**config.mk**
```make
export PLATFORM = sky130hd
export DESIGN_NAME = ipv4_header_check_split
export DESIGN_NICKNAME = d
export VERILOG_FILES = /design/src/hdl/ihc_pkg.sv /design/src/hdl/ipv4_header_check_split.sv /design/src/hdl/ihc_step.sv
export VERILOG_INCLUDE_DIRS = /design/src /design/src/hdl
export SDC_FILE = /design/constraint.sdc
export NUM_CORES = 1
export LEC_CHECK = 0
export ABC_CLOCK_PERIOD_IN_PS = 5930
export BUFFER_PORTS_ARGS = -buffer_cell sky130_fd_sc_hd__clkbuf_2
export CAP_MARGIN = 10
export CORE_AREA = 4 4 133 148
export CTS_CLUSTER_DIAMETER = 40
export DETAILED_ROUTE_END_ITERATION = 16
export DIE_AREA = 0 0 137 152
export RECOVER_POWER = 25
export SYNTH_ARGS = -nofsm -noshare
export SYNTH_HDL_FRONTEND = slang
export SYNTH_SLANG_ARGS = --single-unit
```
**constraint.sdc**
```tcl
create_clock -name clk -period 5.93 [get_ports clk]
set_input_delay 0.8895 -clock clk [delete_from_list [all_inputs] [get_ports clk]]
set_output_delay 0.8895 -clock clk [all_outputs]
set_load 0.01 [all_outputs]
```
**src/hdl/ipv4_header_check_split_macros.svh**
```systemverilog
// Assertion macros shared by the IPv4 header check block.
`ifndef IPV4_HEADER_CHECK_SPLIT_MACROS_SVH
`define IPV4_HEADER_CHECK_SPLIT_MACROS_SVH

`ifndef SYNTHESIS

// Implication that must hold in the same cycle.
`define IHC_ASSERT_NOW(label, clk, rst_n, ante, cons) \
  label: assert property (@(posedge clk) disable iff (!rst_n) (ante) |-> (cons)) \
    else $error("ihc check failed: same-cycle implication");

// Implication that must hold in the following cycle.
`define IHC_ASSERT_NEXT(label, clk, rst_n, ante, cons) \
  label: assert property (@(posedge clk) disable iff (!rst_n) (ante) |=> (cons)) \
    else $error("ihc check failed: next-cycle implication");

`else

`define IHC_ASSERT_NOW(label, clk, rst_n, ante, cons)
`define IHC_ASSERT_NEXT(label, clk, rst_n, ante, cons)

`endif

`endif

```
**src/hdl/ihc_pkg.sv**
```systemverilog
// Types, constants and helper functions of the IPv4 header check block.
package ihc_pkg;

  localparam int unsigned FIXED_HEADER_BYTES = 20;
  localparam logic [3:0]  MIN_HEADER_WORDS   = 4'd5;

  localparam logic [1:0] REGION_FIXED   = 2'd0;
  localparam logic [1:0] REGION_OPTIONS = 2'd1;
  localparam logic [1:0] REGION_BODY    = 2'd2;

  localparam logic [2:0] STATUS_BUSY        = 3'd0;
  localparam logic [2:0] STATUS_OK          = 3'd1;
  localparam logic [2:0] STATUS_HDR_SHORT   = 3'd2;
  localparam logic [2:0] STATUS_HDR_BEYOND  = 3'd3;
  localparam logic [2:0] STATUS_LEN_MISMATCH = 3'd4;
  localparam logic [2:0] STATUS_BAD_CSUM    = 3'd5;

  typedef struct packed {
    logic [15:0] expected_length;
    logic [3:0]  header_words;
    logic        last_byte;
    logic [7:0]  packet_byte;
  } ihc_item_t;

  typedef struct packed {
    logic [15:0] header_checksum;
    logic [2:0]  check_status;
    logic        packet_done;
    logic [1:0]  byte_region;
    logic [7:0]  data_byte;
  } ihc_result_t;

  // 16-bit ones'-complement add with end-around carry.
  function automatic logic [15:0] ones_add(input logic [15:0] a, input logic [15:0] b);
    logic [16:0] s;
    logic [16:0] f;
    s = {1'b0, a} + {1'b0, b};
    f = {1'b0, s[15:0]} + {16'd0, s[16]};
    return f[15:0];
  endfunction

endpackage

```
**src/hdl/ipv4_header_check_split.sv**
```systemverilog
// A request is registered in the input stage, then its result in the result stage, which
// holds it until the sink takes it.
// Throughput: one byte per cycle while out_tready is high, set by the single ones'-complement
// adder and compares between the input and result registers.
// Reset (rst_n low, synchronous) empties both stages and zeroes the byte count,
// running sum and held byte, so the next byte starts a new packet.
`include "ipv4_header_check_split_macros.svh"

// Top level of the IPv4 header check block.
module ipv4_header_check_split #(
  parameter int unsigned LENGTH_BITS = 16
) (
  input  logic        clk,
  input  logic        rst_n,
  input  logic        in_tvalid,
  output logic        in_tready,
  // packet_byte[7:0], header_words[11:8], expected_length[27:12], zero fill.
  input  logic [31:0] in_tdata,
  input  logic        in_tlast,
  output logic        out_tvalid,
  input  logic        out_tready,
  // data_byte[7:0], check_status[10:8], header_checksum[26:11], zero fill.
  output logic [31:0] out_tdata,
  // byte_region[1:0].
  output logic [1:0]  out_tuser,
  output logic        out_tlast
);

  // Input stage: holds one request while the step logic works on it.
  ihc_pkg::ihc_item_t   item_r;
  logic                 item_v_r;
  // Result stage: holds one finished result until the sink takes it.
  ihc_pkg::ihc_result_t res_r;
  logic                 res_v_r;

  // Packet state carried from one byte to the next.
  logic [LENGTH_BITS-1:0] count_r;
  logic [LENGTH_BITS-1:0] count_nxt;
  logic [15:0]            sum_r;
  logic [15:0]            sum_nxt;
  logic [7:0]             hold_r;
  logic [7:0]             hold_nxt;

  ihc_pkg::ihc_result_t   res_nxt;

  logic res_free;
  logic adv;
  logic in_fire;

  // The result register is free when empty or being drained this cycle.
  // The input stage moves forward whenever it has a request and the result
  // register is free, so a new byte is taken every cycle while out_tready is high.
  assign res_free  = !res_v_r || out_tready;
  assign adv       = item_v_r && res_free;
  assign in_tready = !item_v_r || res_free;
  assign in_fire   = in_tvalid && in_tready;

  ihc_step #(
    .LENGTH_BITS(LENGTH_BITS)
  ) u_step (
    .item      (item_r),
    .count     (count_r),
    .sum       (sum_r),
    .hold      (hold_r),
    .result    (res_nxt),
    .count_nxt (count_nxt),
    .sum_nxt   (sum_nxt),
    .hold_nxt  (hold_nxt)
  );

  // Control state and packet state.
  always_ff @(posedge clk) begin
    if (!rst_n) begin
      item_v_r <= 1'b0;
      res_v_r  <= 1'b0;
      count_r  <= '0;
      sum_r    <= '0;
      hold_r   <= '0;
    end else begin
      if (in_fire) begin
        item_v_r <= 1'b1;
      end else if (adv) begin
        item_v_r <= 1'b0;
      end
      if (adv) begin
        res_v_r <= 1'b1;
        count_r <= count_nxt;
        sum_r   <= sum_nxt;
        hold_r  <= hold_nxt;
      end else if (out_tready) begin
        res_v_r <= 1'b0;
      end
    end
  end

  // Payload registers need no reset.
  always_ff @(posedge clk) begin
    if (in_fire) begin
      item_r.packet_byte     <= in_tdata[7:0];
      item_r.header_words    <= in_tdata[11:8];
      item_r.expected_length <= in_tdata[27:12];
      item_r.last_byte       <= in_tlast;
    end
    if (adv) begin
      res_r <= res_nxt;
    end
  end

  assign out_tvalid = res_v_r;
  assign out_tdata  = {5'd0, res_r.header_checksum, res_r.check_status, res_r.data_byte};
  assign out_tuser  = res_r.byte_region;
  assign out_tlast  = res_r.packet_done;

  // A packet's final byte leaves the counter back at the start.
  `IHC_ASSERT_NEXT(a_count_clears, clk, rst_n, adv && item_r.last_byte, count_r == '0)
  // Body bytes other than a packet's final byte never disturb the running sum.
  `IHC_ASSERT_NEXT(a_body_no_sum, clk, rst_n,
    adv && !item_r.last_byte && (res_nxt.byte_region == ihc_pkg::REGION_BODY),
    $stable(sum_r))
  // Status and checksum are only reported on the final byte.
  `IHC_ASSERT_NOW(a_status_on_done, clk, rst_n, res_v_r && !res_r.packet_done,
    (res_r.check_status == ihc_pkg::STATUS_BUSY) && (res_r.header_checksum == 16'h0000))

endmodule

```
**src/hdl/ihc_step.sv**
```systemverilog
// Per-byte header checksum, region tagging and status logic.
module ihc_step #(
  parameter int unsigned LENGTH_BITS = 16
) (
  input  ihc_pkg::ihc_item_t   item,
  input  logic [LENGTH_BITS-1:0] count,
  input  logic [15:0]          sum,
  input  logic [7:0]           hold,
  output ihc_pkg::ihc_result_t result,
  output logic [LENGTH_BITS-1:0] count_nxt,
  output logic [15:0]          sum_nxt,
  output logic [7:0]           hold_nxt
);

  logic [5:0]             hlen;
  logic [LENGTH_BITS-1:0] hlen_ext;
  logic [LENGTH_BITS-1:0] fixed_ext;
  logic                   in_hdr;
  logic                   saturated;
  logic                   do_add;
  logic [15:0]            word;
  logic [15:0]            sum_new;
  logic [15:0]            csum;
  logic [16:0]            length_w;

  assign hlen      = {item.header_words, 2'b00};
  assign hlen_ext  = LENGTH_BITS'(hlen);
  assign fixed_ext = LENGTH_BITS'(ihc_pkg::FIXED_HEADER_BYTES);
  assign in_hdr    = count < hlen_ext;
  assign saturated = &count;
  assign length_w  = 17'(count) + 17'd1;

  // An odd position completes a word; a packet ending on an even position
  // sums its lone byte as the high half.
  assign word    = count[0] ? {hold, item.packet_byte} : {item.packet_byte, 8'h00};
  assign do_add  = in_hdr && (count[0] || item.last_byte);
  assign sum_new = do_add ? ihc_pkg::ones_add(sum, word) : sum;
  assign csum    = ~sum_new;

  always_comb begin
    result             = '0;
    result.data_byte   = item.packet_byte;
    result.packet_done = item.last_byte;
    if (!in_hdr) begin
      result.byte_region = ihc_pkg::REGION_BODY;
    end else if (count < fixed_ext) begin
      result.byte_region = ihc_pkg::REGION_FIXED;
    end else begin
      result.byte_region = ihc_pkg::REGION_OPTIONS;
    end

    count_nxt = count;
    sum_nxt   = sum;
    hold_nxt  = hold;

    if (item.last_byte) begin
      result.header_checksum = csum;
      if (item.header_words < ihc_pkg::MIN_HEADER_WORDS) begin
        result.check_status = ihc_pkg::STATUS_HDR_SHORT;
      end else if (!saturated && (17'(hlen) > length_w)) begin
        result.check_status = ihc_pkg::STATUS_HDR_BEYOND;
      end else if (saturated || (length_w != {1'b0, item.expected_length})) begin
        result.check_status = ihc_pkg::STATUS_LEN_MISMATCH;
      end else if (csum != 16'h0000) begin
        result.check_status = ihc_pkg::STATUS_BAD_CSUM;
      end else begin
        result.check_status = ihc_pkg::STATUS_OK;
      end
      count_nxt = '0;
      sum_nxt   = '0;
      hold_nxt  = '0;
    end else begin
      if (in_hdr) begin
        if (count[0]) begin
          sum_nxt = sum_new;
        end else begin
          hold_nxt = item.packet_byte;
        end
      end
      if (!saturated) begin
        count_nxt = count + LENGTH_BITS'(1);
      end
    end
  end

endmodule
```
* Word-level counts from Yosys, hierarchy flattened *
Cells that the tools add are included.

cells by class
  muxes and demuxes = 19
  reductions and logical operators = 22
  eq/ne operators = 3
  order comparisons = 4
  add/sub/neg operators = 4
  bitwise operators = 2

operators with widths
  cell                                                         number
  2-to-1 mux 16 bit                                            7
  2-to-1 mux 8 bit                                             3
  adder 16 x 1 -> 17 bit, second input constant                1
  adder 16 x 16 -> 17 bit                                      1
  > comparator 6 x 17 -> 1 bit                                 1
  inequality test 17 x 16 -> 1 bit                             1
  adder 16 x 1 -> 16 bit                                       1
  adder 16 x 1 -> 16 bit, second input constant                1
  less-than comparator 16 x 5 -> 1 bit, second input constant  1
  less-than comparator 16 x 6 -> 1 bit                         1
  NOT 16 bit                                                   1
  AND reduction 16 bit                                         1
  nonzero test 16 bit                                          1
  nonzero test 2 bit                                           4
  2-to-1 mux 3 bit                                             2
  AND reduction 3 bit                                          2
  2-to-1 mux 1 bit                                             5
  logical AND 1 bit                                            4
  logical OR 1 bit                                             4
  less-than comparator 4 x 3 -> 1 bit, second input constant   1
  2-to-1 mux 2 bit                                             2
  inequality test 2 bit, second input constant                 2
  zero test 1 bit                                              3
  OR reduction 3 bit                                           1
  3 further kinds                                              3

word-level totals
  output and inout port bits = 37
  register bits = 101

* Longest topological paths before layout *
Gate-level depths: netlist of the first run.

  depth in word-level cells = 10
  depth in mapped cells = 27

* Hierarchy *
From an unflattened synthesis of the first run, not the netlist that was laid out.

unflattened totals
  cell total of the unflattened synthesis = 724
  area total of the unflattened synthesis = 6756.5 sq um

by module, submodules not included
  module                   instances  cells each  area an instance (sq um)
  ipv4_header_check_split  1          248         3534.6
  ihc_step                 1          476         3221.8

* Worst setup path after synthesis of the first run *
OpenSTA, ideal clock, no wires.

  path type = reg2reg
  start = reg count_r[0]
  end = reg res_r (netlist bit out_tdata[10]) (data pin)
  buffers on the path = 3
  required time = 5664 ps
  cell stages (with the launch flop) = 28
  setup slack = 60 ps
  clock period less this slack = 5870 ps
  arrival time = 5604 ps
  library setup time = 266 ps
  path through = dfxtp_1 > buf_2 > buf_1 > clkbuf_1 > and2_1 > ha_1 > inv_1 > fa_1 > nor2b_1 > o221ai_1 > a21oi_1 > a31oi_1 > nor2b_1 > o21ai_0 > a21boi_0 > o21ai_0 > nand2b_1 > ha_1 > nor2b_1 > and2_1 > o311ai_0 > or4_1 > xnor2_1 > mux2i_1 > or4_1 > or4b_1 > nor4_2 > a31oi_1

between the ends
  longest elaborated chain between the ends = 8

ends and longest elaborated chain
  item                      RTL line                        RTL
  start: declaration        ipv4_header_check_split.sv:37   logic [LENGTH_BITS-1:0] count_r;
  start signal: assignment  ipv4_header_check_split.sv:87   count_r <= count_nxt;
  2-to-1 mux 16 bit         ihc_step.sv:35                  assign word = count[0] ? {hold, item.packet_byte} : {item.packet_byte, 8'h00};
  adder 16 x 16 -> 17 bit   ihc_pkg.sv:37                   s = {1'b0, a} + {1'b0, b};
  adder 16 x 1 -> 16 bit    ihc_pkg.sv:38                   f = {1'b0, s[15:0]} + {16'd0, s[16]};
  2-to-1 mux 16 bit         ihc_step.sv:37                  assign sum_new = do_add ? ihc_pkg::ones_add(sum, word) : sum;
  NOT 16 bit                ihc_step.sv:38                  assign csum = ~sum_new;
  nonzero test 16 bit       ihc_step.sv:64                  end else if (csum != 16'h0000) begin
  2-to-1 mux 3 bit          ihc_step.sv:64
  2-to-1 mux 3 bit          ihc_step.sv:62                  end else if (saturated || (length_w != {1'b0, item.expected_length})) begin
  end signal: assignment    ipv4_header_check_split.sv:105  res_r <= res_nxt;
  end: declaration          ipv4_header_check_split.sv:33   ihc_pkg::ihc_result_t res_r;

Several ways; a longest one is shown, not always the timed one.
A chain may end at the register's enable or synchronous reset.

* Worst setup path after layout of the first run *
  start = reg item_r[0] (netlist name)
  end = reg res_r (netlist bit out_tdata[10]) (data pin)

between the ends
  longest elaborated chain between the ends = 8

ends and longest elaborated chain
  item                     RTL line                       RTL
  start: declaration       ipv4_header_check_split.sv:30  ihc_pkg::ihc_item_t item_r;
  2-to-1 mux 16 bit        ihc_step.sv:35
  adder 16 x 16 -> 17 bit  ihc_pkg.sv:37
  adder 16 x 1 -> 16 bit   ihc_pkg.sv:38
  2-to-1 mux 16 bit        ihc_step.sv:37
  NOT 16 bit               ihc_step.sv:38
  nonzero test 16 bit      ihc_step.sv:64
  2-to-1 mux 3 bit         ihc_step.sv:64
  2-to-1 mux 3 bit         ihc_step.sv:62

No other way between the ends.

==> results by stage, run 1 <==
Timing:
- Dividing the final minimum period by the clock period gives 0.936.
- Setup repair after global routing left no endpoint under its margin.
- The routed design could run at a clock period as short as between 5000 and 6000 ps.
- Based on the critical path, the design can be clocked at up to around 180 MHz.
- The worst pin sits at a relative slew slack of -0.119.
- Setup violations remaining at the end of the flow were counted as 0.
- The total count of max-transition violations in the final report came to 96.
- At the pin with the least slew margin, the transition time is 1680 ps.
- In the final timing run, aggregate negative setup slack is 0 ps.
- The final-report hold violation count was 0.
- The clock arrives with approximately 8.7 ps of skew.
- The slack of the critical path is between 300 and 400 ps.

Placement:
- During placement, the flow inserted port buffers numbering 64.
- The setup slack after placement is 290 ps.
- Detailed placement finished with a half-perimeter wire length of between 10000 and 15000 um.
- In this run, placement finished with an instance count of 942.
- The routability congestion estimate is roughly 0.87.

Routing:
- After detailed routing, the total wire length is between 15000 and 20000 um.
- The DRC violation count after routing is 0.
- The routed length per instance is roughly 16 um.
- The per-cell via count in the routed design is between 5 and 6.
- For this block, the via count after detailed routing is about 5000.
- For this run, the detailed router's first-pass iteration total came to 5.
- The count of nets left with antenna violations once routing finished came out at 0.
- In this run, the number of DRC markers left after iteration 0 of detailed routing was between 300 and 400.

GRT:
- Entering global routing, the biggest net connects 43 pins.
- The number of global-route vias before repair came to ~4700.
- The initial antenna violation count is 0.
- For this run, the total global-route usage over all layers was measured as 0.152.
- The first global-routing pass estimated 24900 um of wire.
- The total overflow left after global routing is 0.

Power and ir drop:
- The analysis attributes to cell leakage a power of ~2.7 nW.
- IR analysis of the VDD net gives a maximum drop of ~0.00014 V.
- The overall power after layout is between 1.5 and 2 mW.
- For this design the ratio of total power to cell area is 225 nW/um^2.

Die:
- The overall die area is roughly 21000 um^2.
- The number of top-level design ports is 74.
- In this run the horizontal extent of the chip is approximately 140 um.
- In this run the standard cell core region covers roughly 18000 um^2.
- The initialized floorplan defines 52 standard-cell rows.
- The die is 152 um tall.
- For this configuration, the core starts out at a cell density of 0.345.

CTS:
- In this run, CTS created clock tree buffers numbering 9.
- Buffers inserted to repair hold after CTS numbered 0.
- In this run the deepest clock path goes through 2 buffers.
- Clock latency on the worst-skew pair, taken at its later pin, is about 360 ps.
- After clock tree synthesis, the clock-pin slew on the worst setup and hold paths is ~70 ps.
- The clock tree from TritonCTS is done.
- The H-tree depth is 3.
- The clock tree root driver cell is sky130_fd_sc_hd__clkbuf_16.
- CTS saw between 100 and 150 sinks.

Hold path:
- The tightest min-delay check is of the reg -> reg type.

Yosys:
- The synthesis warning total is 0.
- After synthesis the cells add up to between 6000 and 7000 um^2.
- The cell count after synthesis came out at approximately 650.
- In this run, synthesis inferred 59 flip-flops with an integrated enable.
- The dominant register cell in the synthesized netlist is sky130_fd_sc_hd__edfxtp_1.
- Synthesis inferred 101 register bits.
- Yosys mapped the design onto 76 distinct sky130hd cell types.
- The share of the Yosys chip area taken by registers is 0.416.
- After synthesis, the share of flip-flops with an asynchronous set or reset is 0.
- Of all cell types, the one taking the most synthesized area is sky130_fd_sc_hd__edfxtp_1.
- The share of synthesized area in the top cell type comes to 0.282.
- The average footprint of a synthesized cell is ~9.6 um^2.
- By area the synthesized netlist is led by sky130_fd_sc_hd__edfxtp_1 (28%), sky130_fd_sc_hd__dfxtp_1 (13%), sky130_fd_sc_hd__ha_1 (5.4%), sky130_fd_sc_hd__xnor2_1 (4.5%), sky130_fd_sc_hd__o21ai_0 (3.4%).

Setup path:
- Of all nets on the critical path, the largest fanout is 4.
- Data arrives at the worst endpoint at 5650 ps.
- STA classifies the critical path startpoint as a flop.
- STA puts the critical path data required time at between 6000 and 7000 ps.
- The worst setup path is captured at a flop.
- For this design, the slowest cell found on the critical path is sky130_fd_sc_hd__or4_1.
- The signal on the critical path passes through and2_4, ha_2, inv_1, fa_2, nor2b_4, o221ai_2, a21oi_2, a31oi_1, nor2b_1, o21ai_0, a21boi_0, o21ai_0, nand2b_1, ha_1, nor2b_2, and2_4, o311ai_0, or4_1, xnor2_1, mux2i_1, or4_1, or4b_4, nor4_2, a31oi_1.
- For this run, the slowest stage of the critical path takes 540 ps.
- The critical path is of the reg -> reg type.

Layout:
- The area growth from synthesis to layout is 15.7%.
- The repair_antennas step left the layout with diodes totalling 0.
- At the end of the flow the core is filled with cells to 0.399.
- The share of final-layout standard cells stronger than drive strength 1 is 0.191.
- In the final design database the tool counted 776 nets.
- The layout has 1881 filler cells.
- The final cell count without fillers is roughly 960.

Outcome:
- The run finished, with violations left.
- The checks that failed: capacitance limit, slew limit.

Flow run:
- Max-cap violations in this run came to 3.
-- metal layers --
metal / GRT usage / part of all wire / vias up
li1: - / - / 2514
met1: 0.192 / 0.43 / 2338
met2: 0.249 / 0.50 / 110
met3: 0.0255 / 0.033 / 36
met4: 0.0732 / 0.041 / 0
met5: 0 / 0 / -
-- cell usage in the layout (no fill, tap or decap), types with 5 or more instances in the layout --
cell type,Yosys,routed
sky130_fd_sc_hd__a21oi_1,20,19
sky130_fd_sc_hd__o21ai_0,43,42
sky130_fd_sc_hd__xnor2_1,32,32
sky130_fd_sc_hd__conb_1,1,5
sky130_fd_sc_hd__nor2b_1,33,31
sky130_fd_sc_hd__or3_1,7,7
sky130_fd_sc_hd__a22oi_1,14,14
sky130_fd_sc_hd__nor4_1,13,13
sky130_fd_sc_hd__edfxtp_1,59,59
sky130_fd_sc_hd__nand2_1,41,41
sky130_fd_sc_hd__a21o_1,5,5
sky130_fd_sc_hd__mux2_2,10,10
sky130_fd_sc_hd__nand4_1,8,8
sky130_fd_sc_hd__mux2i_1,9,9
sky130_fd_sc_hd__buf_4,7,16
sky130_fd_sc_hd__clkbuf_2,0,63
sky130_fd_sc_hd__xor2_1,16,16
sky130_fd_sc_hd__dfxtp_1,42,42
sky130_fd_sc_hd__and2_1,31,29
sky130_fd_sc_hd__a21boi_0,7,7
sky130_fd_sc_hd__nand2b_1,7,7
sky130_fd_sc_hd__nor3_1,17,17
sky130_fd_sc_hd__clkbuf_16,0,9
sky130_fd_sc_hd__and3_1,6,6
sky130_fd_sc_hd__ha_1,27,24
sky130_fd_sc_hd__o21a_1,8,8
sky130_fd_sc_hd__nand3_1,14,14
sky130_fd_sc_hd__inv_1,16,16
sky130_fd_sc_hd__nor2_1,35,35
sky130_fd_sc_hd__a31oi_1,12,12
-- cells in the mapped netlist (4+ instances only) --
master	instances
sky130_fd_sc_hd__nor2_1	35
sky130_fd_sc_hd__o2111ai_1	4
sky130_fd_sc_hd__o21ai_0	43
sky130_fd_sc_hd__a21o_1	5
sky130_fd_sc_hd__mux2_2	10
sky130_fd_sc_hd__ha_1	27
sky130_fd_sc_hd__nand3b_1	4
sky130_fd_sc_hd__nand3_1	14
sky130_fd_sc_hd__inv_1	16
sky130_fd_sc_hd__and3_1	6
sky130_fd_sc_hd__nor3_1	17
sky130_fd_sc_hd__or3_1	7
sky130_fd_sc_hd__nand2_1	41
sky130_fd_sc_hd__a2111oi_0	4
sky130_fd_sc_hd__o21a_1	8
sky130_fd_sc_hd__nor2b_1	33
sky130_fd_sc_hd__a22oi_1	14
sky130_fd_sc_hd__mux2i_1	9
sky130_fd_sc_hd__a21boi_0	7
sky130_fd_sc_hd__a31oi_1	12
sky130_fd_sc_hd__a21oi_1	20
sky130_fd_sc_hd__dfxtp_1	42
sky130_fd_sc_hd__nand4_1	8
sky130_fd_sc_hd__xnor2_1	32
sky130_fd_sc_hd__o211ai_1	4
sky130_fd_sc_hd__buf_4	7
sky130_fd_sc_hd__and2_1	31
sky130_fd_sc_hd__edfxtp_1	59
sky130_fd_sc_hd__clkbuf_1	27
sky130_fd_sc_hd__xor2_1	16
sky130_fd_sc_hd__a211oi_1	4
sky130_fd_sc_hd__nor4_1	13
sky130_fd_sc_hd__nand2b_1	7
sky130_fd_sc_hd__or4_1	4
-- cells by family (layout without fill, tap and decap cells) --
group | after synthesis | in the layout | synth area share
and+or+nand+nor | 243 | 243 | 0.222
AOI/OAI and AO/OA | 156 | 156 | 0.165
DFF | 101 | 101 | 0.416
buffers and inverters | 56 | 115 | 0.0382
xor gates and xnor gates | 49 | 49 | 0.0695
adders and majority gates | 28 | 28 | 0.0569
muxes | 19 | 19 | 0.0322
other | 1 | 5 | 0.000596
-- final timing paths --
| check | from | to | slack [ps] | cells after the start |
|---|---|---|---|---|
| worst min-delay path | sum_r[15] | sum_r[15] | 500 | 2 |
| worst max register to register | item_r[0] | out_tdata[10] | 380 | 24 |
| worst max-delay path | item_r[0] | out_tdata[10] | 380 | 24 |
| worst min register to register | sum_r[15] | sum_r[15] | 500 | 2 |
-- power breakdown --
group / total [mW] / leakage (nW) / switching, mW / internal (mW)
Combinational: 0.165 / 1.62 / 0.0979 / 0.0667
Clock: 0.690 / 0.170 / 0.264 / 0.426
Sequential: 0.784 / 0.904 / 0.0133 / 0.771
Total: 1.64 / 2.70 / 0.375 / 1.26
-- metrics by stage --
stage	instance area [um^2]	hold slack, ps
6_report	7280	500
3_5_place_dp	6890	496
5_1_grt	7280	536
4_1_cts	7240	504
2_1_floorplan	6300	424
3_3_place_gp	6890	494
-- worst max-delay path, delay by kind of cell (launching register included) --
kind / cells / cell delay (ps)
AO/OA/AOI/OAI: 8 / 1050
XOR/XNOR: 1 / 170
adder cells (fa/ha/maj): 3 / 720
buffers and inverters: 1 / 50
flip-flops: 1 / 410
multiplexers: 1 / 110
AND/OR/NAND/NOR: 10 / 2760
-- sequential cells by signal (all words and copies together) (netlist names) --
name,flops
hold_r,8
out_tdata,27
out_tvalid,1
out_tuser,2
count_r,16
item_r,29
item_v_r,1
out_tlast,1
sum_r,16
-- what timing repair did --
action	CTS	global route
setup endpoints to repair	0	1
resized for setup	0	13
endpoints found under the hold margin	0	0
setup buffers	0	1
-- layout make-up --
cell class / instances / area [um^2] / share of cell area
multi-input combinational: 500 / 3490 / 0.480
clock buffer: 11 / 243 / 0.0334
timing repair buffer: 82 / 454 / 0.0624
tap: 243 / 304 / 0.0418
inverter: 17 / 63.8 / 0.00877
sequential: 101 / 2610 / 0.359
clock inverter: 5 / 108 / 0.0148
No activity file was read; power rests on OpenSTA's default activity.
==> run 2: changes to the inputs <==
Settings changed: ABC_CLOCK_PERIOD_IN_PS 5930 to 4500.
Clock period 5.93 ns to 4.5 ns, I/O delays scaled along.
==> results by stage, run 2 (synthesis results as in run 1) <==
Power and ir drop:
- The cell area power density is 263 nW/um^2 (+17%).
- The switching share of power is 0.252 (+0.0238).
- The cell-internal power is 1.58 mW (+25%).
- The power share of the clock group is 0.392 (-0.029).
- The switching component of the power is 0.534 mW (+43%).
- The overall power after layout is 2.12 mW (+29%).
- The fraction of power consumed by combinational cells is 0.121 (+0.021).
- The sequential power share is 0.488 (+0.009).
- The largest vdd supply drop came to 0.000154 V (+9.1%).
- The static power due to leakage is 3.11 nW (+15%).

Outcome:
- The checks that failed: capacitance limit, slew limit, setup timing.
- The flow ran to the end, but the final reports show violations.

Timing:
- The slack of the critical path is -564 ps (-941 ps).
- The total count of max-transition violations in the final report is 114 (+19%).
- The setup-violating endpoint count in the final report is 10 (+10).
- The final-report hold violation count is 0 (unchanged).
- Setup repair after global routing could not meet its margin everywhere.
- The final setup skew is 10.3 ps (+1.62 ps).
- The transition time of the tightest slew-check pin is 1950 ps (+267 ps).
- The highest attainable clock frequency was 197 MHz (+9.7%).
- The tightest slew margin relative to the limit is -0.297 (-0.178).
- The minimum clock period after layout is 5060 ps (-489 ps).
- The period utilization came to 1.13 (+0.189).

GRT:
- The overall global routing resource usage is 0.168 (+0.0165).
- The residual overflow from global routing is 0 (unchanged).
- The number of global-route vias before repair is 5232 (+11%).
- The wire length of the first global-routing pass is 27700 um (+11%).
- The initial antenna violation count is 0 (unchanged).
- The largest net degree at the start of global routing is 43 (unchanged).

Die:
- The floorplan core area is 18200 um^2 (unchanged).
- The number of top-level design ports is 74 (unchanged).
- The width of the die is 137 um (unchanged).
- The floorplan row count was 52 (unchanged).
- The overall die area is 20800 um^2 (unchanged).
- The overall die height is 152 um (unchanged).
- The initial standard-cell utilization of the core came to 0.345 (unchanged).

CTS:
- The clock insertion delay at the later pin of the skew report is 360 ps (about the same).
- The clock tree from TritonCTS is done.
- The maximum clock insertion buffer count is 2 (unchanged).
- The number of clock buffers inserted by TritonCTS came to 9 (unchanged).
- The number of hold-repair buffers added at the cts stage was 0 (unchanged).
- The number of clock sinks seen by CTS is 101 (unchanged).
- The root buffer cell chosen for the clock tree is sky130_fd_sc_hd__clkbuf_16.
- The H-tree depth is 3 (unchanged).
- The clock slew seen by the registers of the worst setup and hold paths is 80 ps (about the same).

Placement:
- The number of port buffers came to 64 (unchanged).
- The post-detailed-placement half-perimeter wirelength is 12900 um (+10%).
- The routability congestion estimate is 0.894 (+2.6%).

Setup path:
- The critical path goes through and2_4, ha_4, inv_2, fa_2, nor2b_4, o221ai_2, a21oi_2, a31oi_4, nor2b_1, o21ai_1, a21boi_1, o21ai_1, nand2b_1, ha_2, nor2b_4, and2_4, o311ai_4, or4_4, xnor2_2, mux2i_1, or4_1, or4b_4, nor4_4, a31oi_1.
- The signal arrival time at the worst endpoint was 5170 ps (-480 ps).
- The master of the slowest instance on the critical path is sky130_fd_sc_hd__or4b_4.
- The destination of the worst register-to-register timing path is out_tdata[10].
- Tracing the worst setup path back leads to its startpoint at item_r[0].
- The largest driver fanout on the critical path is 3 (-1).
- The worst stage delay on the critical path was 550 ps (about the same).
- The origin of the critical flop-to-flop path is item_r[0].
- The startpoint type of the worst setup path is a flop.
- The cell depth of the worst flop-to-flop path is 24 (unchanged).
- The capturing element of the worst setup path is out_tdata[10].
- The flop-to-flop setup slack is -560 ps (-940 ps).
- The sort of element at the end of the critical path is a flop.
- The critical path class is reg -> reg.
- The worst endpoint required time is 4610 ps (-1420 ps).

Layout:
- The number of flip-flops under the largest register name is 29 (unchanged).
- The leading cell type in the layout, fill and taps excluded is sky130_fd_sc_hd__buf_4.
- The antenna diode instance count is 0 (unchanged).
- The number of nets in the layout came to 855 (+10%).
- The share of final-layout standard cells stronger than drive strength 1 came to 0.301 (+0.109).
- Leaving out fill and tap cells, the most frequent cells in the layout are sky130_fd_sc_hd__buf_4 (84), sky130_fd_sc_hd__clkbuf_2 (63), sky130_fd_sc_hd__edfxtp_1 (59).
- From synthesis to final layout, the design area changed by 28.2%.
- The share of the core filled with cells is 0.442 (+0.0429).
- The top register by number of flip-flops is item_r.

Routing:
- The number of optimization iterations in the first detailed-route pass is 5 (unchanged).
- The number of vias after detailed routing is 5411 (+8.3%).
- The number of nets with antenna violations after routing is 0 (unchanged).
- The number of DRC markers in iteration 0 is 311 (-3.4%).
- The routed length per instance is 16.7 um (+2.7%).
- The per-cell via count in the routed design came to 5.21 (about the same).
- The DRC violation count after routing was 0 (unchanged).
- The final wirelength was 17300 um (+11%).

Hold path:
- The tightest min-delay check is of the in -> reg type.

Flow run:
- The count of maximum capacitance violations is 3 (unchanged).
run 2: final cells by class:
type,count,area (um^2)
fillers,1797,10200
multi-input cells,500,3730
flip-flops and latches,101,2610
repair buffers,161,1040
well taps,243,304
clock buffers,10,239
clock inverters,6,75.1
inverters,17,63.8
run 2: power groups by stage:
stage | combinational [mW] | clock [mW] | sequential, mW
after detailed placement | 0.243 | 0 | 1.05
after global placement | 0.242 | 0 | 1.05
final | 0.256 | 0.829 | 1.03
after global routing | 0.281 | 0.886 | 1.04
after floorplan | 0.143 | 0 | 1.06
after CTS | 0.249 | 0.851 | 1.03
run 2: timing repair:
| action | in CTS | in global routing |
|---|---|---|
| hold endpoints to repair | 0 | 0 |
| pin swaps | 12 | 17 |
| setup endpoints to repair | 6 | 10 |
| resized for setup | 18 | 30 |
| cloned | 1 | 0 |
| buffers inserted | 4 | 5 |
run 2: worst max-delay path, delay by kind of cell, from the launching register on:
kind                     cells  cell delay, ps
AND/OR/NAND/NOR             10            2570
AO/OA/AOI/OAI                8             900
adder cells (fa/ha/maj)      3             710
flip-flops                   1             350
XOR/XNOR                     1             140
multiplexers                 1             110
buffers and inverters        1              40
run 2: per-layer routing:
layer | up-vias | wire length [um] | global-route usage
met5 | - | 0 | 0
met3 | 23 | 602 | 0.0255
met1 | 2585 | 7430 | 0.214
met4 | 0 | 346 | 0.0490
li1 | 2678 | - | -
met2 | 125 | 8970 | 0.293
run 2: worst min-delay path by stage:
stage,startpoint,cells past startpoint,end
after floorplan,item_r[8],0,out_tlast
after global placement,sum_r[15],2,sum_r[15]
after detailed placement,sum_r[15],2,sum_r[15]
after CTS,in_tdata[2],1,item_r[2]
after global routing,in_tdata[1],1,item_r[1]
final,in_tdata[1],1,item_r[1]
run 2: stage by stage:
stage | cells | setup WS [ps] | TNS (ps) | cell area [um^2] | hold WS (ps)
2_1_floorplan | 657 | -861 | -984 | 6360 | 424
3_3_place_gp | 1012 | -609 | -641 | 7450 | 488
3_5_place_dp | 1012 | -702 | -992 | 7450 | 499
4_1_cts | 1033 | -596 | -596 | 7890 | 475
5_1_grt | 1038 | -794 | -6250 | 8060 | 474
6_report | 1038 | -564 | -1980 | 8060 | 488
